===== config.mk =====
export PLATFORM = sky130hd
export DESIGN_NAME = riscv_load_store_address_decoder_flat
export DESIGN_NICKNAME = d
export VERILOG_FILES = /design/src/rtl/rlsad_pkg.sv /design/src/rtl/rlsad_req_if.sv /design/src/rtl/rlsad_rsp_if.sv /design/src/rtl/rlsad_regfile.sv /design/src/rtl/rlsad_decode.sv /design/src/rtl/riscv_load_store_address_decoder.sv /design/src/flat_wrapper.sv
export VERILOG_INCLUDE_DIRS = /design/src /design/src/rtl
export SDC_FILE = /design/constraint.sdc
export NUM_CORES = 2
export LEC_CHECK = 0
export BUFFER_PORTS_ARGS = -buffer_cell sky130_fd_sc_hd__buf_2
export CORE_MARGIN = 2
export CORE_UTILIZATION = 65
export DETAILED_ROUTE_END_ITERATION = 12
export PLACE_DENSITY_LB_ADDON = 0.25
export SYNTH_ARGS = -nofsm -noshare
export SYNTH_HDL_FRONTEND = slang
export SYNTH_SLANG_ARGS = --single-unit

===== constraint.sdc =====
create_clock -name clk -period 8.9 [get_ports clk]
set_clock_uncertainty 0.05 [all_clocks]
set_input_delay 0.89 -clock clk [delete_from_list [all_inputs] [get_ports clk]]
set_output_delay 0.89 -clock clk [all_outputs]
set_load 0.005 [all_outputs]

===== src/rtl/riscv_load_store_address_decoder_macros.svh =====
// assertion macros for the load/store address decoder
// each checker is sampled on clk and held off while rst_n is low
`ifndef RISCV_LOAD_STORE_ADDRESS_DECODER_MACROS_SVH
`define RISCV_LOAD_STORE_ADDRESS_DECODER_MACROS_SVH

`ifndef SYNTH

`define RLSAD_ASSERT(label, expr) \
    label: assert property (@(posedge clk) disable iff (!rst_n) (expr)) \
        else $error("check failed");

`define RLSAD_IMPLIES(label, ante, cons) \
    label: assert property (@(posedge clk) disable iff (!rst_n) (ante) |-> (cons)) \
        else $error("check failed");

`define RLSAD_NEXT(label, ante, cons) \
    label: assert property (@(posedge clk) disable iff (!rst_n) (ante) |=> (cons)) \
        else $error("check failed");

`else

`define RLSAD_ASSERT(label, expr)

`define RLSAD_IMPLIES(label, ante, cons)

`define RLSAD_NEXT(label, ante, cons)

`endif

`endif


===== src/rtl/rlsad_pkg.sv =====
package rlsad_pkg;

    localparam int XLEN     = 64;
    localparam int REG_BITS = 5;
    localparam int NUM_REGS = 31;

    // command codes
    localparam logic [1:0] CMD_WRITE = 2'd0;
    localparam logic [1:0] CMD_LOAD  = 2'd1;
    localparam logic [1:0] CMD_STORE = 2'd2;

    // major opcodes of the full-length encodings
    localparam logic [6:0] OPC_LOAD  = 7'b0000011;
    localparam logic [6:0] OPC_STORE = 7'b0100011;
    localparam logic [1:0] LEN_FULL  = 2'b11;

    // compressed quadrant zero and its funct3 codes
    localparam logic [1:0] C_QUAD0 = 2'b00;
    localparam logic [2:0] C_F3_LW = 3'b010;
    localparam logic [2:0] C_F3_LD = 3'b011;
    localparam logic [2:0] C_F3_SW = 3'b110;
    localparam logic [2:0] C_F3_SD = 3'b111;

    // funct3 codes of full-length loads; the first has no meaning
    localparam logic [2:0] F3_LOAD_BAD = 3'b111;
    localparam logic [2:0] F3_LOAD_LWU = 3'b110;
    localparam logic [2:0] F3_LOAD_SGN = 3'b010;

    // access widths
    localparam logic [1:0] WIDTH_BYTE   = 2'd0;
    localparam logic [1:0] WIDTH_WORD   = 2'd2;
    localparam logic [1:0] WIDTH_DOUBLE = 2'd3;

    // instruction lengths
    localparam logic [2:0] PC_ADV_COMP = 3'd2;
    localparam logic [2:0] PC_ADV_FULL = 3'd4;

    // upper bits of a compressed register number (x8..x15)
    localparam logic [1:0] C_REG_HI = 2'b01;

    typedef struct packed {
        logic [1:0]          cmd;
        logic [31:0]         instruction;
        logic [REG_BITS-1:0] reg_index;
        logic [XLEN-1:0]     wr_value;
    } req_t;

    typedef struct packed {
        logic [XLEN-1:0]     address;
        logic [1:0]          access_width;
        logic [REG_BITS-1:0] data_regno;
        logic [2:0]          insn_len;
        logic                load_signed;
        logic                unsupported;
    } rsp_t;

    // decode result handed from the decoder to the address stage
    typedef struct packed {
        logic                ok;
        logic [REG_BITS-1:0] base_idx;
        logic [XLEN-1:0]     offset;
        logic [1:0]          width;
        logic [REG_BITS-1:0] dreg;
        logic [2:0]          adv;
        logic                sgn;
    } dec_t;

endpackage


===== src/rtl/rlsad_req_if.sv =====
interface rlsad_req_if
    import rlsad_pkg::*;
();
    logic valid;
    logic ready;
    req_t data;

    modport source (output valid, output data, input ready);
    modport sink (input valid, input data, output ready);
endinterface


===== src/rtl/rlsad_rsp_if.sv =====
interface rlsad_rsp_if
    import rlsad_pkg::*;
();
    logic valid;
    logic ready;
    rsp_t data;

    modport source (output valid, output data, input ready);
    modport sink (input valid, input data, output ready);
endinterface


===== src/rtl/rlsad_regfile.sv =====
module rlsad_regfile
    import rlsad_pkg::*;
(
    input  logic                clk,
    input  logic                rst_n,
    input  logic                we,
    input  logic [REG_BITS-1:0] waddr,
    input  logic [XLEN-1:0]     wdata,
    input  logic [REG_BITS-1:0] raddr,
    output logic [XLEN-1:0]     rdata
);

    // x1..x31, entry i holds x(i+1)
    logic [XLEN-1:0] regs_reg [NUM_REGS];

    always_ff @(posedge clk or negedge rst_n)
    begin
        if (!rst_n)
        begin
            for (int i = 0; i < NUM_REGS; i++)
            begin
                regs_reg[i] <= '0;
            end
        end
        else if (we && (waddr != '0))
        begin
            regs_reg[waddr - REG_BITS'(1)] <= wdata;
        end
    end

    // x0 reads as zero
    assign rdata = (raddr == '0) ? '0 : regs_reg[raddr - REG_BITS'(1)];

endmodule


===== src/rtl/rlsad_decode.sv =====
module rlsad_decode
    import rlsad_pkg::*;
(
    input  logic [1:0]  cmd,
    input  logic [31:0] instruction,
    output dec_t        dec
);

    logic [15:0] h;
    logic [2:0]  f3;
    logic [2:0]  cf3;
    logic        is_w;
    logic        is_d;

    assign h   = instruction[15:0];
    assign f3  = instruction[14:12];
    assign cf3 = h[15:13];

    assign is_w = (h[1:0] == C_QUAD0) &&
                  (((cmd == CMD_LOAD) && (cf3 == C_F3_LW)) ||
                   ((cmd == CMD_STORE) && (cf3 == C_F3_SW)));
    assign is_d = (h[1:0] == C_QUAD0) &&
                  (((cmd == CMD_LOAD) && (cf3 == C_F3_LD)) ||
                   ((cmd == CMD_STORE) && (cf3 == C_F3_SD)));

    always_comb
    begin
        dec          = '0;
        dec.base_idx = instruction[19:15];
        if (instruction[1:0] == LEN_FULL)
        begin
            dec.adv = PC_ADV_FULL;
            if ((cmd == CMD_LOAD) && (instruction[6:0] == OPC_LOAD) &&
                (f3 != F3_LOAD_BAD))
            begin
                dec.ok     = 1'b1;
                dec.offset = {{(XLEN-12){instruction[31]}}, instruction[31:20]};
                dec.dreg   = instruction[11:7];
                dec.width  = f3[1:0];
                dec.sgn    = (f3 <= F3_LOAD_SGN);
            end
            else if ((cmd == CMD_STORE) && (instruction[6:0] == OPC_STORE) &&
                     !f3[2])
            begin
                dec.ok     = 1'b1;
                dec.offset = {{(XLEN-12){instruction[31]}},
                              instruction[31:25], instruction[11:7]};
                dec.dreg   = instruction[24:20];
                dec.width  = f3[1:0];
            end
        end
        else
        begin
            dec.adv      = PC_ADV_COMP;
            dec.base_idx = {C_REG_HI, h[9:7]};
            if (is_w)
            begin
                dec.ok     = 1'b1;
                dec.offset = {{(XLEN-7){1'b0}}, h[5], h[12:10], h[6], 2'b00};
                dec.dreg   = {C_REG_HI, h[4:2]};
                dec.width  = WIDTH_WORD;
                dec.sgn    = (cmd == CMD_LOAD);
            end
            else if (is_d)
            begin
                dec.ok     = 1'b1;
                dec.offset = {{(XLEN-8){1'b0}}, h[6], h[5], h[12:10], 3'b000};
                dec.dreg   = {C_REG_HI, h[4:2]};
                dec.width  = WIDTH_DOUBLE;
            end
        end
    end

endmodule


===== src/rtl/riscv_load_store_address_decoder.sv =====
// a decode transfer is registered in the input stage, then its result in the result register
// throughput: one transfer per cycle while the receiver takes results, set by the single input register and
// the single result register with the decode and 64-bit add between them
// register writes give no result and leave the pipeline in the cycle after acceptance
// reset: asynchronous, clears both stage valids and all 31 guest registers to zero
module riscv_load_store_address_decoder
    import rlsad_pkg::*;
(
    input  logic         clk,
    input  logic         rst_n,
    rlsad_req_if.sink    req,
    rlsad_rsp_if.source  rsp
);

`include "riscv_load_store_address_decoder_macros.svh"

    // input stage
    logic s1_valid_reg;
    logic s1_valid_next;
    req_t s1_data_reg;
    req_t s1_data_next;

    // result stage
    logic rsp_valid_reg;
    logic rsp_valid_next;
    rsp_t rsp_data_reg;
    rsp_t rsp_data_next;

    logic            s1_is_write;
    logic            rsp_free;
    logic            s1_move;
    logic            take_in;
    dec_t            dec;
    logic [XLEN-1:0] base_value;

    // a register write needs no result slot, so it leaves even while the
    // result stage is stalled; a decode leaves only when the slot is free
    assign s1_is_write = (s1_data_reg.cmd == CMD_WRITE);
    assign rsp_free    = !rsp_valid_reg || rsp.ready;
    assign s1_move     = s1_valid_reg && (s1_is_write || rsp_free);

    // the input register takes a new transfer when empty or emptying
    assign req.ready = !s1_valid_reg || s1_move;
    assign take_in   = req.valid && req.ready;

    // the write is applied as the item leaves the input stage, so a decode
    // behind it, once in the input stage, reads the updated file without forwarding
    rlsad_regfile u_regfile (
        .clk   (clk),
        .rst_n (rst_n),
        .we    (s1_move && s1_is_write),
        .waddr (s1_data_reg.reg_index),
        .wdata (s1_data_reg.wr_value),
        .raddr (dec.base_idx),
        .rdata (base_value)
    );

    rlsad_decode u_decode (
        .cmd         (s1_data_reg.cmd),
        .instruction (s1_data_reg.instruction),
        .dec         (dec)
    );

    always_comb
    begin
        s1_valid_next = s1_valid_reg;
        s1_data_next  = s1_data_reg;
        if (take_in)
        begin
            s1_valid_next = 1'b1;
            s1_data_next  = req.data;
        end
        else if (s1_move)
        begin
            s1_valid_next = 1'b0;
        end
    end

    // result formation: unhandled encodings keep only the length and the unsupported flag
    always_comb
    begin
        rsp_valid_next = rsp_valid_reg;
        rsp_data_next  = rsp_data_reg;
        if (rsp.ready)
        begin
            rsp_valid_next = 1'b0;
        end
        if (s1_move && !s1_is_write)
        begin
            rsp_valid_next             = 1'b1;
            rsp_data_next.address      = dec.ok ? (base_value + dec.offset) : '0;
            rsp_data_next.access_width = dec.ok ? dec.width : WIDTH_BYTE;
            rsp_data_next.data_regno   = dec.ok ? dec.dreg : '0;
            rsp_data_next.insn_len     = dec.adv;
            rsp_data_next.load_signed  = dec.ok && dec.sgn;
            rsp_data_next.unsupported  = !dec.ok;
        end
    end

    always_ff @(posedge clk or negedge rst_n)
    begin
        if (!rst_n)
        begin
            s1_valid_reg  <= 1'b0;
            rsp_valid_reg <= 1'b0;
        end
        else
        begin
            s1_valid_reg  <= s1_valid_next;
            rsp_valid_reg <= rsp_valid_next;
        end
    end

    // payload registers carry no reset
    always_ff @(posedge clk)
    begin
        s1_data_reg  <= s1_data_next;
        rsp_data_reg <= rsp_data_next;
    end

    assign rsp.valid = rsp_valid_reg;
    assign rsp.data  = rsp_data_reg;

    // an item held in the input stage is never overwritten
    `RLSAD_NEXT(a_s1_hold, s1_valid_reg && !s1_move, s1_valid_reg && $stable(s1_data_reg))
    // a new result only ever comes from a decode item in the input stage
    `RLSAD_IMPLIES(a_rsp_source, $rose(rsp_valid_reg), $past(s1_valid_reg && !s1_is_write))
    // an unsupported result carries no access information
    `RLSAD_IMPLIES(a_unsup_clear,
        rsp_valid_reg && rsp_data_reg.unsupported,
        (rsp_data_reg.address == '0) && (rsp_data_reg.access_width == WIDTH_BYTE) &&
        (rsp_data_reg.data_regno == '0) && !rsp_data_reg.load_signed)
    // a handled compressed access is always a word or doubleword
    `RLSAD_IMPLIES(a_comp_width,
        rsp_valid_reg && !rsp_data_reg.unsupported && (rsp_data_reg.insn_len == PC_ADV_COMP),
        (rsp_data_reg.access_width == WIDTH_WORD) ||
        (rsp_data_reg.access_width == WIDTH_DOUBLE))

endmodule


===== src/flat_wrapper.sv =====
// flat-port wrapper written by rule: the top's interface ports become plain ports
module riscv_load_store_address_decoder_flat import rlsad_pkg::*;
  (clk, rst_n, req_valid, req_data, req_ready, rsp_valid, rsp_data, rsp_ready);
  rlsad_req_if req_i ();
  rlsad_rsp_if rsp_i ();
  input  logic clk;
  input  logic rst_n;
  input wire logic [$bits(req_i.valid)-1:0] req_valid;
  input wire logic [$bits(req_i.data)-1:0] req_data;
  output wire logic [$bits(req_i.ready)-1:0] req_ready;
  output wire logic [$bits(rsp_i.valid)-1:0] rsp_valid;
  output wire logic [$bits(rsp_i.data)-1:0] rsp_data;
  input wire logic [$bits(rsp_i.ready)-1:0] rsp_ready;
  assign req_i.valid = req_valid;
  assign req_i.data = req_data;
  assign req_ready = req_i.ready;
  assign rsp_valid = rsp_i.valid;
  assign rsp_data = rsp_i.data;
  assign rsp_i.ready = rsp_ready;
  riscv_load_store_address_decoder u_core (.clk(clk), .rst_n(rst_n), .req(req_i), .rsp(rsp_i));
endmodule

== Word-level counts from Yosys, hierarchy flattened ==
Index checks and enable logic that the tools add are counted.
W data, S select, Z words.
Word-level totals
  flip-flop bits (word level): 2165
  input bits: 107
  output and inout bits: 78
  logic and storage cells: 119
Operators by class
  add/sub/neg operators: 3
  $lt $le $gt $ge: 4
  equality and inequality tests: 10
  multiplexer cells: 24
  bitwise logic cells: 2
  reduce and logical (&&, ||, !) cells: 33
Operators with widths (number)
  $bwmux W1984: 1
  $bmux W64 S5: 1
  $demux W64 S5: 1
  $mux W64: 4
  $mux W71: 2
  $mux W75: 1
  $add A64 B64 Y64: 1
  $mux W15: 2
  $logic_and A1 B1 Y1: 17
  $ge A6 B6 Y1 const B: 2
  $not A5 Y6: 2
  $mux W1: 11
  $sub A5 B1 Y5 const B: 2
  $eq A7 B2 Y1 const B: 1
  $eq A7 B6 Y1 const B: 1
  $eq A3 B2 Y1 const B: 2
  $eq A3 B3 Y1 const B: 2
  $lt A6 B1 Y1 const B: 1
  $logic_not A1 Y1: 5
  $logic_not A5 Y1: 1
  $logic_or A1 B1 Y1: 5
  $mux W5: 1
  $reduce_bool A5 Y1: 1
  $eq A2 B2 Y1 const B: 2
  5 further kinds: 7

== Depth between registers and ports, before layout ==
  word-level depth: 9
  depth in mapped cells: 27
  gate-level depth less buffers: 22

== By module ==
From an unflattened synthesis, not the netlist that was laid out.
Unflattened totals
  cells, all modules: 6672
  area, all modules: 101412.3 µm²
Modules (own cells, without submodules)
  rlsad_regfile: times used 1, cells an instance 5738, area each 90961.0 µm², sequential area each 49647.6 µm²
  riscv_load_store_address_decoder: times used 1, cells an instance 806, area each 9534.1 µm², sequential area each 5425.2 µm²
  rlsad_decode: times used 1, cells an instance 128, area each 917.1 µm², sequential area each 0.0 µm²

== Worst setup path after synthesis ==
Ideal clock, no wire load.
  path kind: input-to-reg
  start point: in rsp_ready
  end point: reg u_core.s1_data_reg[0] in the netlist's numbering, enable pin
  library setup time: 0.578 ns
  data arrival time: 5.644 ns
  data required time: 8.272 ns
  slack: 2.628 ns
  stages on the path: 3
  cells stage by stage: nand2b_1 nor2_1 nor2b_1
On the way
  longest elaborated chain between the ends: 5
RTL lines
  start: declaration: RTL line flat_wrapper.sv:13  | input wire logic [$bits(rsp_i.ready)-1:0] rsp_ready;
  $logic_or A1 B1 Y1: RTL line riscv_load_store_address_decoder.sv:39  | assign rsp_free = !rsp_valid_reg || rsp.ready;
  $logic_or A1 B1 Y1: RTL line riscv_load_store_address_decoder.sv:40  | assign s1_move = s1_valid_reg && (s1_is_write || rsp_free);
  $logic_and A1 B1 Y1: RTL line riscv_load_store_address_decoder.sv:40
  $logic_or A1 B1 Y1: RTL line riscv_load_store_address_decoder.sv:43  | assign req.ready = !s1_valid_reg || s1_move;
  $logic_and A1 B1 Y1: RTL line riscv_load_store_address_decoder.sv:44  | assign take_in = req.valid && req.ready;
  end signal: assignment: RTL line riscv_load_store_address_decoder.sv:117  | s1_data_reg <= s1_data_next;
  end: declaration: RTL line riscv_load_store_address_decoder.sv:20  | req_t s1_data_reg;
Every way passes these cells.
A chain may end at the register's enable or synchronous reset.

== Final worst setup path ==
  start point: reg u_core.s1_data_reg[69] in the netlist's numbering
  end point: reg u_core.rsp_data_reg (netlist bit u_core.rsp.data[69]), data pin
On the way
  longest elaborated chain between the ends: 9
  elaborated cells on any way between the ends: 29
  those cells by class: add/sub (2); eq/ne (3); mux (15); bitwise (1); reduce/logical (8)
RTL lines
  $eq A2 B2 Y1: RTL line rlsad_decode.sv:30  | if (instruction[1:0] == LEN_FULL)
  $mux W5: RTL line rlsad_decode.sv:30
  $sub A5 B1 Y5: RTL line rlsad_regfile.sv:32  | assign rdata = (raddr == '0) ? '0 : regs_reg[raddr - REG_BITS'(1)];
  $not A5 Y6 (implied by the code): RTL line rlsad_regfile.sv:32
  $bmux W64 S5: RTL line rlsad_regfile.sv:32
  $mux W64 (implied by the code) (2 in a row): RTL line rlsad_regfile.sv:32
  $mux W64: RTL line rlsad_regfile.sv:32
  $add A64 B64 Y64: RTL line riscv_load_store_address_decoder.sv:91  | rsp_data_next.address = dec.ok ? (base_value + dec.offset) : '0;
  end signal: assignment: RTL line riscv_load_store_address_decoder.sv:118  | rsp_data_reg <= rsp_data_next;
  end: declaration: RTL line riscv_load_store_address_decoder.sv:26  | rsp_t rsp_data_reg;
Parallel ways exist; a longest one is shown, timed or not. The select of a mux whose other input is x is not followed.

==> out/qor.txt <==
status: finished, final reports clean
critical path required time: 9540 ps
WP depth: 21
CP Data Arrival Time: 8260 ps
Syn. warnings: 0
DRT antenna net count: 0
Place WS: 1673 ps
Setup crit end kind: flip-flop
Final Worst Setup Slack: 1281 ps
EDFF count, synth: 178
top_reg_cell synth: dfrtp_1
Core Area: 156200 µm²
Synth Register Bits: 2164
drt first pass iters: 9
CTS tree: done
first-pass GRT wire length: 498.4 mm
worst skew pair latency: 860 ps
CP top delay family: compound AO/OA/AOI/OAI gates
antenna violations before repair: 10
post-layout min period: 7619 ps
maximum clock path buffer count: 3
synth unique cells: 89
area growth from synthesis to layout: 9.393%
WL/cell: 30.23 µm
Fmax: 131.3 MHz
top-area cell type share of the netlist area: 48.59%
Slew @ Worst Pin: 1254 ps
endpoints failing setup: 0
Die W: 400.7 µm
Die ar.: 160600 µm²
max-slew violations: 0
Hold Crit Class: primary input to async pin
DR vias: 77.76k
Total GRT Usage: 41.37%
gr ovfl total: 0
most instantiated library cell after synthesis: dfrtp_1
CTS resizes: 0
post-layout util: 71.63%
Via density: 7.009
worst-path fanout max: 16
Metal-1 WL: 125.6 mm
DR DRC count: 0
startpoint types: flip-flop
CP max stage delay: 910 ps
Mapped Nets: 9262
Initial Util: 65.48%
Hold Vio Cnt, Final: 0
highest routed metal layer: met5
Mapped Area: 102300 µm²
Worst path slowest cell: o32ai_1
RSZ-0062 raised after global routing: false
post-DP HPWL: 190.3 mm
H-tree Lvls: 4
max FFs per register: 1984
pin count of the biggest net entering global routing: 183
Pleak: 52.89 nW
Die Y: 400.7 µm
Crit Path Category: flip-flop to flip-flop
Worst slew margin: 14.61%
Final Power: 24.75 mW
clock-pin transition on the worst setup and hold timing paths: 60 ps
Tcrit/Tclk final: 85.60%
RePlAce Congestion: 0.9584
vias in the first global route: 76.62k
Clock Root Buffer: clkbuf_16
Layout Nets: 9024
met3 wire length: 40.21 mm
peak supply drop: 0.0002000 V
Num CTS Buffers: 216
Sink Count: 2164
r2r worst-path depth: 21
pwr dens: 221.2 nW/µm²
final setup TNS: 0 ps
post-CTS setup repair buffer count: 0
Hold-fix buffers, CTS: 0
post-synthesis sequential area ratio: 53.81%
share of layout cells above drive strength 1: 30.16%
row count: 145
port bufs: 183
final-layout fill cell count: 10.63k
Yosys top cell by area: dfrtp_1
# IOs: 185
WL met2: 149.0 mm
syn avg cell area: 11.25 µm²
initial DRC count: 10.46k
crit path cell chain: and2_1 > inv_2 > mux2i_4 > nor2_1 > nor2_4 > buf_4 > buf_4 > and3_1 > a311oi_1 > o32ai_1 > ha_1 > a21oi_1 > o21bai_1 > nor2_1 > a21oi_1 > o31ai_1 > nand2_2 > a31oi_2 > o41a_1 > o31ai_2 > mux2i_1
total of max-cap violations: 0
top cells by area, synth: dfrtp_1 49%, mux2_2 21%, nand2_1 5.5%
worst path bufs/invs: 3
final WL: 335.4 mm
fraction of registers with async set or reset after synthesis: 91.77%
most instantiated cells after synthesis: 1986 x dfrtp_1, 1927 x mux2_2, 1486 x nand2_1
Hold WS: 4.353 ps
Syn Inst Count: 9091
==> cells by family after synthesis <==
family	share of synthesized area, %
simple gates	9.929
flops	53.81
mux	22.65
compound gates	8.967
buf+inv	3.391
fa+ha+maj	0.7902
xor+xnor	0.4538
other cells	0.003666
==> cell usage in the layout, fill, tap and decap left out, drive strengths merged, types with 32 or more instances in the layout <==
cell type,n
mux2,1988
dfrtp,1986
nand2,1488
nor2,429
a21oi,402
nand3,391
buf,371
clkbuf,322
a31oi,203
o22ai,188
o21ai,181
edfxtp,178
mux2i,76
a311oi,68
o221ai,67
ha,63
clkinv,50
o211ai,43
a21o,40
inv,38
a221oi,36
a211oi,36
nor3,35
xnor2,32
==> per-stage QoR <==
stage | cell area, µm² | cells
4_1_cts | 111900 | 11090
3_5_place_dp | 104700 | 10690
3_3_place_gp | 104700 | 10690
2_1_floorplan | 102300 | 9091
5_1_grt | 111900 | 11090
6_report | 111900 | 11090
==> metal layers <==
layer / vias to the layer above / track usage [%]
met5: - / 0
met4: 14 / 22.04
met3: 1245 / 10.60
met2: 5126 / 62.08
met1: 39530 / 55.76
li1: 31840 / -
==> report_power, final <==
group          switching (mW)  total (mW)  internal, mW  leakage (nW)
logic                    2.20        3.67          1.47          20.6
registers               0.739        11.8          11.0          28.7
clock network            4.00        9.29          5.30          3.57
total                    6.94        24.7          17.8          52.9
==> final timing paths <==
path	from	endpoint	slack, ps
max in group asynchronous	rst_n	u_core.u_regfile.regs_reg[192]$_DFFE_PN0P_	6390
min	rst_n	u_core.u_regfile.regs_reg[810]$_DFFE_PN0P_	4
max reg2reg	u_core.s1_data_reg[69]$_DFFE_PP_	u_core.rsp.data[69]$_SDFFCE_PP0P_	1280
min in group clk	req_data[35]	u_core.s1_data_reg[35]$_DFFE_PP_	150
min reg2reg	u_core.u_regfile.regs_reg[1983]$_DFFE_PN0P_	u_core.u_regfile.regs_reg[1983]$_DFFE_PN0P_	440
max	u_core.s1_data_reg[69]$_DFFE_PP_	u_core.rsp.data[69]$_SDFFCE_PP0P_	1280
==> layout make-up <==
cell class                 count  area (µm²)  share of cell area [%]
sequential                  2164       55040                   49.19
inverter                      27       101.3                 0.09057
clock buffer                 322        6401                   5.721
timing repair buffer         371        2743                   2.451
clock inverter                78       820.8                  0.7335
antenna                        1       2.502                0.002236
multi-input combinational   6073       44210                   39.51
tap                         2058        2575                   2.301
Power figures use the tool's default switching activity.
